**src/hw/rtl/interval_overlap_counter_core_defines.svh**
```systemverilog
// Assertion macros shared by the interval overlap counter RTL.
`ifndef INTERVAL_OVERLAP_COUNTER_CORE_DEFINES_SVH
`define INTERVAL_OVERLAP_COUNTER_CORE_DEFINES_SVH

// Checks that the consequent holds in the same cycle as the antecedent.
`define IOC_ASSERT_SAME(label, ante, cons, msg) \
  label: assert property (@(posedge clk) disable iff (!rst_n) (ante) |-> (cons)) \
    else $error(msg);

// Checks that the consequent holds in the cycle after the antecedent.
`define IOC_ASSERT_NEXT(label, ante, cons, msg) \
  label: assert property (@(posedge clk) disable iff (!rst_n) (ante) |=> (cons)) \
    else $error(msg);

`endif

```
**src/hw/rtl/iocnt_pkg.sv**
```systemverilog
// Shared constants, types and the saturating-add helper of the interval overlap counter.
package iocnt_pkg;

  localparam int MAX_POSITIONS = 1024;
  localparam int COUNT_BITS    = 20;
  localparam int TREE_NODES    = 2 * MAX_POSITIONS;
  localparam int NODE_AW       = $clog2(TREE_NODES);
  localparam int IDX_W         = NODE_AW + 1;
  localparam int POS_W         = 11;
  localparam int OUT_W         = 20;

  typedef logic [COUNT_BITS-1:0] count_t;
  typedef logic [NODE_AW-1:0]    node_addr_t;
  typedef logic [IDX_W-1:0]      node_idx_t;
  typedef logic [POS_W-1:0]      pos_t;

  // Lane operation codes.
  typedef logic [3:0] lane_op_t;
  localparam lane_op_t LOP_NOP       = 4'd0;
  localparam lane_op_t LOP_CLEAR     = 4'd1;
  localparam lane_op_t LOP_BUMP_INIT = 4'd2;
  localparam lane_op_t LOP_BUMP_LEAF = 4'd3;
  localparam lane_op_t LOP_BUMP_SIB  = 4'd4;
  localparam lane_op_t LOP_BUMP_PAR  = 4'd5;
  localparam lane_op_t LOP_QRY_INIT  = 4'd6;
  localparam lane_op_t LOP_QRY_LO    = 4'd7;
  localparam lane_op_t LOP_QRY_HI    = 4'd8;
  localparam lane_op_t LOP_QRY_SHIFT = 4'd9;

  typedef struct packed {
    lane_op_t   op;
    pos_t       pos;
    node_addr_t clr_addr;
  } lane_cmd_t;

  typedef struct packed {
    logic at_root;
    logic active;
  } lane_sts_t;

  function automatic count_t sat_add(input count_t a, input count_t b);
    logic [COUNT_BITS:0] s;
    s = {1'b0, a} + {1'b0, b};
    sat_add = s[COUNT_BITS] ? '1 : s[COUNT_BITS-1:0];
  endfunction

endpackage

```
**src/hw/rtl/iocnt_ctrl.sv**
```systemverilog
// Controller: clearing pass, range check and sequencing of both tree lanes.
`include "interval_overlap_counter_core_defines.svh"

module iocnt_ctrl (
  input  logic                 clk,
  input  logic                 rst_n,
  input  logic                 in_valid,
  output logic                 in_ready,
  input  logic                 in_operation,
  input  iocnt_pkg::pos_t      in_left_end,
  input  iocnt_pkg::pos_t      in_right_end,
  input  logic                 cfg_we,
  input  iocnt_pkg::pos_t      cfg_wdata,
  output iocnt_pkg::lane_cmd_t start_cmd,
  output iocnt_pkg::lane_cmd_t end_cmd,
  input  iocnt_pkg::lane_sts_t start_sts,
  input  iocnt_pkg::lane_sts_t end_sts,
  input  logic                 res_free,
  output logic                 res_load,
  output logic                 res_err
);

  localparam logic [3:0] S_CLEAR = 4'd0;
  localparam logic [3:0] S_IDLE  = 4'd1;
  localparam logic [3:0] S_BLEAF = 4'd2;
  localparam logic [3:0] S_BSIB  = 4'd3;
  localparam logic [3:0] S_BPAR  = 4'd4;
  localparam logic [3:0] S_QLO   = 4'd5;
  localparam logic [3:0] S_QHI   = 4'd6;
  localparam logic [3:0] S_QSH   = 4'd7;
  localparam logic [3:0] S_DONE  = 4'd8;

  logic [3:0]            state_r, state_nxt;
  iocnt_pkg::node_addr_t clr_r, clr_nxt;
  iocnt_pkg::pos_t       pc_r, pc_nxt;
  logic                  err_r, err_nxt;
  logic                  in_fire;
  logic                  bad;

  assign in_ready = state_r == S_IDLE;
  assign in_fire  = in_valid && in_ready;

  assign bad = (in_left_end == '0) || (in_right_end == '0)
            || (in_left_end > pc_r) || (in_right_end > pc_r)
            || (in_left_end > in_right_end)
            || (32'(in_right_end) > 32'(iocnt_pkg::MAX_POSITIONS));

  always_comb begin
    state_nxt          = state_r;
    clr_nxt            = clr_r;
    err_nxt            = err_r;
    pc_nxt             = cfg_we ? cfg_wdata : pc_r;
    res_load           = 1'b0;
    start_cmd.op       = iocnt_pkg::LOP_NOP;
    start_cmd.pos      = in_left_end;
    start_cmd.clr_addr = clr_r;
    end_cmd.op         = iocnt_pkg::LOP_NOP;
    end_cmd.pos        = in_right_end;
    end_cmd.clr_addr   = clr_r;
    case (state_r)
      S_CLEAR: begin
        start_cmd.op = iocnt_pkg::LOP_CLEAR;
        end_cmd.op   = iocnt_pkg::LOP_CLEAR;
        clr_nxt      = clr_r + iocnt_pkg::node_addr_t'(1);
        if (clr_r == '1) begin
          state_nxt = S_IDLE;
        end
      end
      S_IDLE: begin
        if (in_fire) begin
          err_nxt = bad;
          if (bad) begin
            state_nxt = S_DONE;
          end else if (!in_operation) begin
            start_cmd.op = iocnt_pkg::LOP_BUMP_INIT;
            end_cmd.op   = iocnt_pkg::LOP_BUMP_INIT;
            state_nxt    = S_BLEAF;
          end else begin
            // Starts up to the right end, ends up to just before the left end.
            start_cmd.op  = iocnt_pkg::LOP_QRY_INIT;
            start_cmd.pos = in_right_end;
            end_cmd.op    = iocnt_pkg::LOP_QRY_INIT;
            end_cmd.pos   = in_left_end - iocnt_pkg::pos_t'(1);
            state_nxt     = S_QLO;
          end
        end
      end
      S_BLEAF: begin
        start_cmd.op = iocnt_pkg::LOP_BUMP_LEAF;
        end_cmd.op   = iocnt_pkg::LOP_BUMP_LEAF;
        state_nxt    = S_BSIB;
      end
      S_BSIB: begin
        if (start_sts.at_root) begin
          state_nxt = S_IDLE;
        end else begin
          start_cmd.op = iocnt_pkg::LOP_BUMP_SIB;
          end_cmd.op   = iocnt_pkg::LOP_BUMP_SIB;
          state_nxt    = S_BPAR;
        end
      end
      S_BPAR: begin
        start_cmd.op = iocnt_pkg::LOP_BUMP_PAR;
        end_cmd.op   = iocnt_pkg::LOP_BUMP_PAR;
        state_nxt    = S_BSIB;
      end
      S_QLO: begin
        if (!start_sts.active && !end_sts.active) begin
          state_nxt = S_DONE;
        end else begin
          start_cmd.op = iocnt_pkg::LOP_QRY_LO;
          end_cmd.op   = iocnt_pkg::LOP_QRY_LO;
          state_nxt    = S_QHI;
        end
      end
      S_QHI: begin
        start_cmd.op = iocnt_pkg::LOP_QRY_HI;
        end_cmd.op   = iocnt_pkg::LOP_QRY_HI;
        state_nxt    = S_QSH;
      end
      S_QSH: begin
        start_cmd.op = iocnt_pkg::LOP_QRY_SHIFT;
        end_cmd.op   = iocnt_pkg::LOP_QRY_SHIFT;
        state_nxt    = S_QLO;
      end
      S_DONE: begin
        if (res_free) begin
          res_load  = 1'b1;
          state_nxt = S_IDLE;
        end
      end
      default: begin
        state_nxt = S_IDLE;
      end
    endcase
  end

  always_ff @(posedge clk) begin
    if (!rst_n) begin
      state_r <= S_CLEAR;
      clr_r   <= '0;
      pc_r    <= iocnt_pkg::pos_t'(1024);
    end else begin
      state_r <= state_nxt;
      clr_r   <= clr_nxt;
      pc_r    <= pc_nxt;
    end
  end

  always_ff @(posedge clk) begin
    err_r <= err_nxt;
  end

  assign res_err = err_r;

  // A rejected item goes straight to result delivery.
  `IOC_ASSERT_NEXT(a_bad_to_done, in_fire && bad, state_r == S_DONE, "bad item not flagged")
  // The clearing pass ends after the last node address.
  `IOC_ASSERT_NEXT(a_clear_ends, (state_r == S_CLEAR) && (clr_r == '1), state_r == S_IDLE, "clear did not end")

endmodule

```
**config.mk**
```make
export PLATFORM = sky130hd
export DESIGN_NAME = iocnt_ctrl
export DESIGN_NICKNAME = d
export VERILOG_FILES = /design/src/hw/rtl/iocnt_pkg.sv /design/src/hw/rtl/iocnt_ctrl.sv
export VERILOG_INCLUDE_DIRS = /design/src /design/src/hw/rtl
export SDC_FILE = /design/constraint.sdc
export NUM_CORES = 1
export LEC_CHECK = 0
export ABC_AREA = 1
export BUFFER_PORTS_ARGS = -buffer_cell sky130_fd_sc_hd__buf_4
export CAP_MARGIN = 5
export CORE_MARGIN = 2
export CORE_UTILIZATION = 51
export CTS_CLUSTER_DIAMETER = 60
export CTS_CLUSTER_SIZE = 8
export DETAILED_ROUTE_END_ITERATION = 8
export GPL_TIMING_DRIVEN = 0
export PLACE_DENSITY = 0.87
export SYNTH_ARGS = -nofsm -noshare
export SYNTH_HDL_FRONTEND = slang
export SYNTH_SLANG_ARGS = --single-unit
export TNS_END_PERCENT = 1
```
**constraint.sdc**
```tcl
create_clock -name clk -period 2.04 [get_ports clk]
set_clock_uncertainty 0.15 [all_clocks]
set_input_delay 0 -clock clk [delete_from_list [all_inputs] [get_ports clk]]
set_output_delay 0 -clock clk [all_outputs]
set_load 0.005 [all_outputs]
```
After elaboration in Yosys (flattened, before gate mapping):

Index checks and enable logic that the tools add are counted.

* register bits: 27
* bits of input ports: 43
* output and inout port bits: 55
* word-level logic and storage cells: 60

* $add $sub $neg: 2
* $lt $le $gt $ge: 4
* equality and inequality tests: 12
* muxes and demuxes: 23
* reduce and logical (&&, ||, !) cells: 15

Operators by type and width (number)
* $pmux W4 S8: 3
* $mux W14: 4
* $mux W11: 4
* $gt A11 B11 Y1: 3
* $logic_not A11 Y1: 2
* $mux W4: 5
* $eq A4 B3 Y1 const B: 4
* $mux W3: 5
* $add A11 B1 Y11 const B: 1
* $eq A11 B11 Y1 const B: 1
* $gt A11 B11 Y1 const B: 1
* $sub A11 B1 Y11 const B: 1
* $eq A4 B2 Y1 const B: 2
* $logic_or A1 B1 Y1: 5
* $eq A4 B1 Y1 const B: 1
* $eq A4 B4 Y1 const B: 1
* $logic_not A4 Y1: 1
* $ne A2 B2 Y1 const B: 2
* $reduce_and A3 Y1: 1
* $logic_and A1 B1 Y1: 2
* $logic_not A1 Y1: 2
* $mux W1: 2
* $ne A2 B1 Y1 const B: 1
* $reduce_and A2 Y1: 1
* $reduce_or A2 Y1: 1

Logic depth before layout (Yosys ltp):

Gate-level depths: netlist (run 1).

* depth in word-level cells: 9
* mapped depth: 17

Worst setup path after synthesis (run 1):

OpenSTA, ideal clock, no wires.

* path type: reg-to-output
* from: register pc_r[10]
* to: output port start_cmd[24] (netlist bit)
* arrival time: 1.761 ns
* data required time: 1.890 ns
* path slack: 0.129 ns
* cell stages (with the launch flop): 16
* cell sequence: dfxtp_1 inv_1 ha_1 nand2_1 inv_1 nand2_1 inv_1 nand2_1 nand3_1 a21oi_2 nand2_4 inv_4 nand3_4 buf_6 nand2_1 buf_4

RTL lines
* start: declaration: RTL line iocnt_ctrl.sv:35 `iocnt_pkg::pos_t pc_r, pc_nxt;`
* start signal: assignment: RTL line iocnt_ctrl.sv:142 `pc_r <= iocnt_pkg::pos_t'(1024);`
* start signal: assignment: RTL line iocnt_ctrl.sv:146 `pc_r <= pc_nxt;`
* end: declaration: RTL line iocnt_ctrl.sv:14 `output iocnt_pkg::lane_cmd_t start_cmd,`

==> results list, run 1 <==
- Wires add up to between 9000 and 10000 µm.
- Summing every instance area after synthesis gives between 0.002 and 0.003 mm².
* Number of buffer cells added on primary ports: 95
- Met3 Track Usage GR: under 10%
- By startpoint and endpoint, the worst setup path is classified as flip-flop to output port.
- Setup repair after global routing could not meet its margin everywhere.
* Worst-path cell chain: inv_2, ha_1, nand2_1, inv_1, nand2_2, nor2_2, nand2_1, nand3_2, a21oi_2, nand2_4, inv_4, nand3_4, buf_12, clkbuf_16, nand2_2, o21ai_2, buf_4
- In this design, the stage delay of the slowest critical-path cell is approximately 0.33 ns.
* Maximum root-to-sink buffer count: 2
- Final std cells w/o fill: 640
* Post-detailed-route wirelength per cell: 14.6 µm
- For this run, design rule violations remaining after detail routing come to 0.
* GRT Max-Usage Layer: met2
* Post-Synthesis Cells: roughly 440
- After synthesis the netlist holds a flip-flop and latch count of 27.
- The total area inside the core boundary comes to ~0.0055 mm².
* Total Nets Final: approximately 650
* Routing usage on met2: 55.4%
* Worst path slowest cell: sky130_fd_sc_hd__dfxtp_2
- GR met1 Demand/Resource: between 30% and 40%
- Clock sinks: 27
* # Max-Cap Violations: 0
- Setup slack on the critical path of the routed design comes to -0.476 ns.
- Cell type with the highest aggregate area in the netlist: sky130_fd_sc_hd__dfxtp_1
* Via count: about 3400
- The critical path contains buffers and inverters numbering 6 combined.
* Die area: 0.00623 mm²
* Number of DRC markers in iteration 0: ~280
* Synth Net Count: approximately 520
- CTS HTree Levels: 1
- Proportion of layout cells with a drive suffix above 1: between 40% and 50%
* Data required time of the critical path: around 1.9 ns
* Antenna Cells: 0
- Setup violations remaining at the end of the flow were counted as 28.
- CP delay by family, top: buffers and inverters
- Based on the critical path, the design can be clocked at up to 397 MHz.
* Global-route total usage across every layer: between 20% and 30%
- Maximum vdd drop: between 400 and 500 µV
- A synthesized cell averages 6.47 µm².
- The worst path in the final design needs a cycle of 2.52 ns, including I/O delays and setup.
* Crit share post-route: 123%
- After synthesis, flip-flops and latches occupy between 15 and 20% of the total area.
- The final reports fail on negative setup slack.
- Headroom to the max-slew limit: between 70% and 80%
* Inst Count DP: just over 600
- Final GP Congestion: around 0.94
- For this run, asynchronously set or reset flops after synthesis account for 0%.
- Share of the synthesized area in the top cell type: between 10% and 20%
* Worst hold margin: 0.0188 ns
- Worst setup EP type: output port
- After clock tree synthesis, the clock-pin slew on the worst setup and hold paths is approximately 0.080 ns.
- The total count of max-transition violations in the final report was 0.
* Ys flop type: sky130_fd_sc_hd__dfxtp_1
- Number of global-route vias before repair: roughly 3300
* Num CTS Buffers: 3
- Total leakage power: ~2.2 nW
- Transition time at the pin with the least slew margin: approximately 0.44 ns
- The run finished, with violations left.
- The worst setup path is launched from a flip-flop.
- Global route total overflow: 0
* Area added between synthesis and finish: 52.6%
- The die is approximately 79 µm tall.
- Yosys synthesis warning count: 0
- The first detailed-routing pass ran for 4 iterations.
- Global-route wire length before repair: about 15000 µm
- Total half-perimeter wirelength after legalization and detailed placement: between 6000 and 7000 µm
- Of all nets on the critical path, the largest fanout is 5.
* Arrival time at the worst endpoint: around 2.4 ns
* Dominant cell by count in the synthesized netlist: sky130_fd_sc_hd__nand2_1
- The final number of hold-violating endpoints was 0.
- The tree is rooted in a sky130_fd_sc_hd__clkbuf_8.
- Dividing the detail-routed via count by the number of cells gives roughly 5.3.
* Top-Level Pins: between 90 and 100
- TritonCTS built the clock tree.
- Later-pin clock latency in the skew report: between 0.2 and 0.3 ns
- The tightest min-delay check is of the input port to flip-flop type.
- Sorting the synthesized cells by area gives the leading types as sky130_fd_sc_hd__dfxtp_1 (18%), sky130_fd_sc_hd__ha_1 (15%), sky130_fd_sc_hd__nand2_1 (13%).
- In this run the remaining antenna-violating nets after routing total 0.
- The initial antenna violation count was 0.
- The initial utilization of the core area, before any placement, comes to between 50% and 60%.
- Most frequent cells after synthesis: sky130_fd_sc_hd__nand2_1 (100), sky130_fd_sc_hd__inv_1 (77), sky130_fd_sc_hd__nor2_1 (36)
- Entering global routing, the biggest net connects 15 pins.
- Power Density: approximately 340 mW/mm²
- In this run, distinct cell masters in the synthesized netlist total 37.
* Width of the die: between 70 and 80 µm
- Number of enable flip-flop cells after synthesis: 1
* Row count: 27
-- logic make-up after synthesis --
logic type | count (synthesis) | share of synthesized area, %
fa+ha+maj | 35 | 15.3
buf+inv | 103 | 16.3
xor+xnor | 11 | 3.36
flops | 27 | 19.2
compound gates | 79 | 16.7
simple gates | 188 | 29.1
-- metrics by stage --
| step | worst slack, ns | area, µm² | total power, mW | setup TNS (ns) | utilization [%] |
|---|---|---|---|---|---|
| 4_1_cts | -0.363 | 4220 | 1.42 | -8.19 | 77.1 |
| 6_report | -0.476 | 4370 | 1.48 | -10.51 | 79.9 |
| 3_5_place_dp | -0.165 | 3670 | 1.05 | -2.76 | 67.0 |
| 3_3_place_gp | -0.114 | 3670 | 1.02 | -1.60 | 67.0 |
| 5_1_grt | -0.567 | 4370 | 1.57 | -14.21 | 79.9 |
| 2_1_floorplan | 0.129 | 2860 | 0.842 | 0 | - |
-- sequential cells by signal, summed over array words and instances (netlist names) --
signal and count:
clr_r 11, pc_r 11, res_err 1, state_r 4
-- timing repair --
action / CTS / global route
endpoints found under the hold margin: 13 / 0
setup buffers: 6 / 2
cloned: 2 / 1
gates resized for setup: 53 / 34
hold buffers: 15 / 0
endpoints found under the setup margin: 26 / 33
pin swaps: 5 / 9
-- layout make-up --
class	count	area, µm²
repair buffers	121	1050
plain buffers	21	179
inverters	82	325
fillers	368	1100
well taps	72	90.1
multi-input cells	313	2120
flip-flops and latches	27	562
clock buffers	4	45.0
-- final timing paths --
path	from	endpoint	slack (ns)	depth (start not counted)
worst max-delay path	pc_r[7]	start_cmd[14]	-0.48	17
worst max register to register	clr_r[0]	state_r[3]	-0.02	9
worst min register to register	pc_r[7]	pc_r[7]	0.34	2
worst min-delay path	rst_n	pc_r[4]	0.02	3
-- layout by cell type, fill, tap and decap left out, types with 2 or more instances in the layout --
cell	synthesis	final
sky130_fd_sc_hd__buf_4	15	112
sky130_fd_sc_hd__nand2_1	100	79
sky130_fd_sc_hd__inv_1	77	62
sky130_fd_sc_hd__nor2_1	36	34
sky130_fd_sc_hd__a21oi_1	29	26
sky130_fd_sc_hd__o21ai_0	25	23
sky130_fd_sc_hd__nand2_2	2	21
sky130_fd_sc_hd__ha_1	35	21
sky130_fd_sc_hd__o21ai_2	18	17
sky130_fd_sc_hd__dfxtp_1	26	17
sky130_fd_sc_hd__nand3_1	16	15
sky130_fd_sc_hd__dlygate4sd3_1	0	15
sky130_fd_sc_hd__ha_4	0	14
sky130_fd_sc_hd__inv_2	4	13
sky130_fd_sc_hd__nor3_1	12	11
sky130_fd_sc_hd__xor2_1	9	9
sky130_fd_sc_hd__dfxtp_2	0	9
sky130_fd_sc_hd__nor2_2	6	8
sky130_fd_sc_hd__inv_4	1	7
sky130_fd_sc_hd__nand4_1	6	6
sky130_fd_sc_hd__buf_12	0	5
sky130_fd_sc_hd__a21oi_2	1	4
sky130_fd_sc_hd__o21ai_1	2	4
sky130_fd_sc_hd__nand2_4	1	3
sky130_fd_sc_hd__clkbuf_1	2	3
sky130_fd_sc_hd__clkbuf_8	0	3
sky130_fd_sc_hd__buf_6	3	3
sky130_fd_sc_hd__nor2_4	2	2
sky130_fd_sc_hd__nor3_2	1	2
sky130_fd_sc_hd__xnor2_1	2	2
sky130_fd_sc_hd__buf_16	0	2
-- metal layers --
| metal | vias up | wire length [µm] |
|---|---|---|
| met2 | 165 | 4850 |
| met5 | - | 0 |
| met3 | 28 | 544 |
| met1 | 1553 | 3620 |
| li1 | 1663 | - |
| met4 | 0 | 302 |
-- tightest hold or removal path, stage by stage --
cell                       delay (ns)
sky130_fd_sc_hd__clkbuf_1        0.21
sky130_fd_sc_hd__o21ai_0         0.13
sky130_fd_sc_hd__a21oi_1         0.05
-- power breakdown --
group | switching [mW] | internal [mW] | total [mW]
registers | 0.0184 | 0.553 | 0.571
logic | 0.318 | 0.290 | 0.608
clock network | 0.158 | 0.140 | 0.298
No activity file was read; power rests on OpenSTA's default activity.
==> run 2, diff against run 1 <==
--- a/config.mk
+++ b/config.mk
@@ -10,12 +10,13 @@
 export BUFFER_PORTS_ARGS = -buffer_cell sky130_fd_sc_hd__buf_4
 export CAP_MARGIN = 5
 export CORE_MARGIN = 2
-export CORE_UTILIZATION = 51
+export CORE_UTILIZATION = 47
 export CTS_CLUSTER_DIAMETER = 60
 export CTS_CLUSTER_SIZE = 8
 export DETAILED_ROUTE_END_ITERATION = 8
 export GPL_TIMING_DRIVEN = 0
-export PLACE_DENSITY = 0.87
+export HOLD_SLACK_MARGIN = 0.03
+export PLACE_DENSITY = 0.85
 export SYNTH_ARGS = -nofsm -noshare
 export SYNTH_HDL_FRONTEND = slang
 export SYNTH_SLANG_ARGS = --single-unit
==> constraint.sdc (replaced) <==
create_clock -name clk -period 2.26 [get_ports clk]
set_clock_uncertainty 0.15 [all_clocks]
set_input_delay 0 -clock clk [delete_from_list [all_inputs] [get_ports clk]]
set_output_delay 0 -clock clk [all_outputs]
set_load 0.005 [all_outputs]
==> results list, run 2 (synthesis results as in run 1) <==
* Area of the multi-input gates: about 0.0022 mm²
- Net Sw Frac: 34.3%
- Using the TritonRoute via totals, the vias-per-cell ratio works out to 5.38.
* Worst Path Class, Setup: flip-flop to output port
- Number of global-route vias before repair: about 3300
- Internal power comes to roughly 930 µW.
- Headroom to the max-slew limit: approximately 68%
* Global-route wire length before repair: approximately 14000 µm
* Class of the tightest hold or removal check: input port to flip-flop
- Global route total overflow: 0
- Via count: 3577
- The worst hold path terminates at state_r[0].
- Power Density: 305 mW/mm²
* Pre-antenna DRT Iters: 5
* Total Nets Final: 669
* Registers with the most flip-flops: clr_r: 11 flops, pc_r: 11 flops, state_r: 4 flops
- The total count of max-transition violations in the final report came to 0.
* Crit. Startpoint: pc_r[10]
- Along the worst path, the maximum fanout reaches 6.
- Delay of the slowest cell on the worst path: 0.34 ns
* Start of the worst register-to-register path: pc_r[10]
- The run finished, with violations left.
- Maximum vdd drop: around 310 µV
- In this run the remaining antenna-violating nets after routing total 0.
* Initial antenna violation count: 0
* Maximum root-to-sink buffer count: 2
- In this run, the combinational gates consume 44.0% of the power.
- Total leakage power: about 2.3 nW
- The final reports fail on negative setup slack.
- Maximum number of pins on one net before global-route repair: 15
* Data required time of the critical path: about 2.1 ns
- Register Area: around 560 µm²
* Post-detailed-route wirelength per cell: between 15 and 20 µm
- Die area: about 0.0067 mm²
* CTS tree: done
- Worst hold margin: 0.0490 ns
- Final Total Pwr: about 1.4 mW
- Final GP Congestion: around 0.86
* Num CTS Buffers: 3
- Worst setup EP type: output port
* Most common cell after layout, fill and taps aside: sky130_fd_sc_hd__buf_4
- Once routing completed, OpenROAD measured the worst setup slack at -0.242 ns.
* Clock power share: between 10% and 20%
- After legalization and detailed placement, the total HPWL measured approximately 6400 µm.
* Antenna Cells: 0
* Global-route total usage across every layer: 26.9%
* Count of cells along the worst register-to-register path: 12
* Proportion of layout cells with a drive suffix above 1: 43.2%
- The final number of hold-violating endpoints came to 0.
- After detailed routing, the total wire length is 10100 µm.
- From left edge to right edge, the die measures 82.1 µm.
- Minimum setup slack among reg-to-reg paths: 0.01 ns
- DIE HEIGHT: between 80 and 90 µm
- Registers are responsible for about 36% of the overall power.
- Top-Level Pins: 98
- Relative to the synthesized area, the layout overhead comes to 62.2%.
- Worst-path clk slew: 0.10 ns
- Critical path depth: 13
- Endpoint of the worst-slack reg-to-reg timing path: state_r[1]
- In the layout the commonest cells are sky130_fd_sc_hd__buf_4 (116), sky130_fd_sc_hd__nand2_1 (74), sky130_fd_sc_hd__inv_1 (59).
* Number of buffer cells added on primary ports: 95
* CP delay by family, top: buffers and inverters
- The layout has a little over 400 filler cells.
- The analysis attributes to net switching a power of ~490 µW.
* Worst-path cell chain: inv_4, ha_4, a21o_1, nor2_1, nand3_2, a21oi_2, nand2_4, inv_4, nand3_4, buf_6, buf_8, o21ai_2, buf_4
- In this run, the number of DRC markers left after iteration 0 of detailed routing was between 200 and 300.
- Dividing the final minimum period by the clock period gives 111%.
* Startpoint Class: flip-flop
- Row count: 28
- For this configuration, the core starts out at a cell density of about half.
* Core Footprint: slightly below 0.006 mm²
- Highest clock frequency the design can meet: around 400 MHz
* Most repeated library cell on the critical path: sky130_fd_sc_hd__inv_4
- Clock sinks: 27
- Setup repair after global routing could not meet its margin everywhere.
* Worst path slowest cell: sky130_fd_sc_hd__dfxtp_2
* Crit path buffers/inverters: 5
- Arrival time at the worst endpoint: approximately 2.4 ns
- Transition time at the pin with the least slew margin: 0.483 ns
* CTS HTree Levels: 1
- Post-layout min period: 2.50 ns
* Later-pin clock latency in the skew report: approximately 0.27 ns
- # Max-Cap Violations: 0
* Count of unresolved DRC violations after routing: 0
- The startpoint identified for the worst hold timing path is rst_n.
- Clock Root Buffer: sky130_fd_sc_hd__clkbuf_8
- Number of cells on the worst hold path: 3
- Setup violations remaining at the end of the flow were counted as 26.
## run 2: cell types whose count changed in the layout (fill, tap and decap cells not counted), sizes merged
cell and change:
clkbuf -1, buf +10, dlygate4sd3 +13
## run 2: how the worst max path moves through the flow
stage | slack, ns | end
3_3_place_gp | 0.07 | end_cmd[16]
5_1_grt | -0.31 | start_cmd[18]
2_1_floorplan | 0.35 | start_cmd[24]
6_report | -0.24 | start_cmd[11]
3_5_place_dp | -0.01 | end_cmd[16]
4_1_cts | -0.15 | end_cmd[17]
## run 2: worst min-delay path: cells and delay by family
family | cells | cell delay [ns]
buffers and inverters | 1 | 0.23
AND/OR/NAND/NOR | 1 | 0.16
AO/OA/AOI/OAI | 1 | 0.04
## run 2: final cells by class
| type | instances | share of cell area (%) |
|---|---|---|
| timing repair buffer | 143 | 26.4 |
| sequential | 27 | 12.1 |
| multi-input combinational | 313 | 47.8 |
| clock buffer | 4 | 0.970 |
| inverter | 82 | 7.11 |
| tap | 75 | 2.02 |
| buffer | 21 | 3.64 |
## run 2: per-layer routing
| layer | wire length (µm) | global-route usage [%] | share of wire [%] | vias up |
|---|---|---|---|---|
| met5 | 0 | 0 | 0 | - |
| met4 | 432 | 10.8 | 4.3 | 0 |
| met3 | 690 | 3.63 | 6.8 | 56 |
| met2 | 4970 | 48.3 | 49 | 185 |
| met1 | 4020 | 32.1 | 40 | 1632 |
| li1 | - | - | - | 1704 |
## run 2: what timing repair did
action | in CTS | in global routing
pin swaps | 13 | 24
endpoints found under the hold margin | 15 | 0
setup buffers | 11 | 6
hold buffers | 28 | 0
resized for setup | 53 | 59
endpoints found under the setup margin | 25 | 28
cloned | 3 | 0
## run 2: through the flow
stage | instance area [µm²] | utilization, % | worst slack (ns) | TNS [ns] | std cells
after global routing | 4650 | 78.5 | -0.313 | -7.24 | 665
after CTS | 4360 | 73.6 | -0.155 | -2.77 | 659
final | 4650 | 78.5 | -0.242 | -5.12 | 665
after floorplan | 2860 | - | 0.349 | 0 | 443
after global placement | 3670 | 62.0 | 0.0710 | 0 | 613
after detailed placement | 3670 | 62.0 | -0.0119 | -0.0119 | 613
## run 2: power by group through the flow
stage,clock (mW),combinational (mW),sequential [mW]
final,0.278,0.624,0.516
after global routing,0.297,0.675,0.518
after CTS,0.279,0.525,0.512
after detailed placement,0,0.428,0.518
after global placement,0,0.409,0.517
after floorplan,0,0.245,0.516
==> run 3, diff against run 2 <==
--- a/config.mk
+++ b/config.mk
@@ -20,4 +20,4 @@
 export SYNTH_ARGS = -nofsm -noshare
 export SYNTH_HDL_FRONTEND = slang
 export SYNTH_SLANG_ARGS = --single-unit
-export TNS_END_PERCENT = 1
+export TNS_END_PERCENT = 30
==> results list, run 3 (synthesis results as in run 1) <==
- Worst Path Class, Setup: flip-flop to output port
- Core Footprint: between 0.005 and 0.006 mm²
- Area of placed instances: around 0.0037 mm²
- Startpoint Class: flip-flop
- Registers with the most flip-flops: clr_r: 11 flops, pc_r: 11 flops, state_r: 4 flops
- At the placement stage, the worst setup path has a slack of -0.0119 ns.
* Maximum number of pins on one net before global-route repair: 15
- Final sum of negative setup slack: -5.73 ns
* Number of buffer cells added on primary ports: 95
- The detailed router put a total of roughly 3800 µm of wire on met1.
- Setup repair after global routing could not meet its margin everywhere.
- The initial antenna violation count is 0.
* Number of global-route vias before repair: ~3400
- TritonCTS built the clock tree.
- In this run the worst path has a maximum fanout of 6.
- In this run the vertical extent of the chip is about 82 µm.
- Total Routed Length: ~9500 µm
- At the later pin of the worst-skew pair, clock insertion delay measures 0.27 ns.
- Final GP Congestion: about 0.86
- Row count: 28
* Register Area: ~560 µm²
- Global-route total usage across every layer: 27.9%
* Worst setup EP type: output port
- Count of antenna-violating nets left after detailed routing: 0
* Number of max-slew violations in the final report: 0
* Via count: about 3500
- In this run the worst hold path is classified as input port to flip-flop.
* Worst hold margin: roughly 0.046 ns
- CTS HTree Levels: 1
- Most common cell after layout, fill and taps aside: sky130_fd_sc_hd__buf_4
- For this run, the detailed router's first-pass iteration total came to 5.
* Metal2 WL: around 4800 µm
* Global-route wire length before repair: ~15000 µm
- Via-per-instance ratio: roughly 5.2
* Start of the worst register-to-register path: pc_r[6]
- Num CTS Buffers: 3
- Summed over all nets, the half-perimeter wirelength after detailed placement is around 6400 µm.
* DR top layer: met4
* Die area: about 0.0067 mm²
* Power Density: around 300 mW/mm²
- Highest clock frequency the design can meet: between 300 and 400 MHz
- Total Nets Final: approximately 670
- Area of the multi-input gates: ~0.0021 mm²
- Wire length on met3: about 630 µm
* Clock Root Buffer: sky130_fd_sc_hd__clkbuf_8
* Arrival time at the worst endpoint: 2.40 ns
* Post-layout min period: around 2.5 ns
* Outcome: finished with violations
* Number of DRC markers in iteration 0: between 150 and 200
* Clock sinks: 27
* Count of unresolved DRC violations after routing: 0
- In the final routed layout, each cell accounts on average for 14.4 µm.
- Headroom to the max-slew limit: 68.5%
- The checks that failed: negative setup slack.
- Worst-path clk slew: roughly 0.1 ns
- In the layout the commonest cells are sky130_fd_sc_hd__buf_4 (115), sky130_fd_sc_hd__nand2_1 (80), sky130_fd_sc_hd__inv_1 (62).
* Crit. Startpoint: pc_r[6]
- Crit share post-route: 113%
- Number of fill cells in the layout: 433
- In this run the static leakage power is ~2.2 nW.
- PnR worst setup slack: -0.289 ns
- Count of final hold-check violations: 0
* Transition time at the pin with the least slew margin: ~0.47 ns
- The startpoint identified for the worst hold timing path is rst_n.
- Initial Util: approximately 48%
- After routing the design area is between 0.004 and 0.005 mm².
* Maximum root-to-sink buffer count: 2
- Area added between synthesis and finish: 58.7%
* # Max-Cap Violations: 0
* Data required time of the critical path: 2.11 ns
- The repair_antennas step left the layout with diodes totalling 0.
* Finish-stage setup viols: 26
- Maximum vdd drop: around 320 µV
- For this run the aggregate overflow at the end of global routing stands at 0.
- Width of the die: 82.1 µm
* Top-Level Pins: between 90 and 100
* Proportion of layout cells with a drive suffix above 1: approximately two fifths
-- run 3: where the power goes --
| part | internal, mW | switching, mW | total, mW |
|---|---|---|---|
| sequential | 0.499 | 0.0151 | 0.514 |
| clock | 0.126 | 0.149 | 0.275 |
| combinational | 0.287 | 0.297 | 0.585 |
| total | 0.912 | 0.461 | 1.37 |
-- run 3: area by class of cell --
cell class / instances / share of cell area (%)
Multi-Input combinational cell: 313 / 47.2
Timing Repair Buffer: 141 / 26.6
Sequential cell: 27 / 12.3
Inverter: 82 / 7.10
Buffer: 21 / 3.72
Tap cell: 75 / 2.06
Clock buffer: 4 / 0.991
-- run 3: through the flow --
stage / cells / power [mW] / util (%)
2_1_floorplan: 443 / 0.760 / -
3_3_place_gp: 613 / 0.926 / 62.0
3_5_place_dp: 613 / 0.946 / 62.0
4_1_cts: 660 / 1.33 / 74.9
5_1_grt: 663 / 1.45 / 76.8
6_report: 663 / 1.37 / 76.8
-- run 3: repair_timing --
item	in CTS	in global routing
endpoints found under the setup margin	25	28
hold buffers	28	0
cloned	3	0
setup buffers	12	3
hold endpoints to repair	15	0
pin swaps	13	6
resized for setup	71	21
-- run 3: worst max-delay path, stage by stage (launching register included) --
cell                      delay (ns)
sky130_fd_sc_hd__dfxtp_2        0.35
sky130_fd_sc_hd__inv_4          0.05
sky130_fd_sc_hd__ha_4           0.27
sky130_fd_sc_hd__nand4_1        0.13
sky130_fd_sc_hd__nor2_1         0.17
sky130_fd_sc_hd__nand2_1        0.12
sky130_fd_sc_hd__a21oi_2        0.19
sky130_fd_sc_hd__nand2_4        0.08
sky130_fd_sc_hd__inv_4          0.06
sky130_fd_sc_hd__nand3_4        0.13
sky130_fd_sc_hd__buf_6          0.17
sky130_fd_sc_hd__buf_8          0.13
sky130_fd_sc_hd__o21ai_2        0.14
sky130_fd_sc_hd__buf_4          0.13
-- run 3: path summary, 6_finish.rpt --
check                end  slack (ns)  cells after the start
max          end_cmd[17]       -0.29                     13
max reg2reg   state_r[1]        0.07                     12
min           state_r[0]        0.05                      3
min reg2reg      pc_r[3]        0.34                      2
-- run 3: per-layer routing --
metal,global-route usage (%),vias to the layer above
met5,0,-
met4,13.3,0
li1,-,1696
met1,31.7,1585
met3,3.85,39
met2,50.8,158
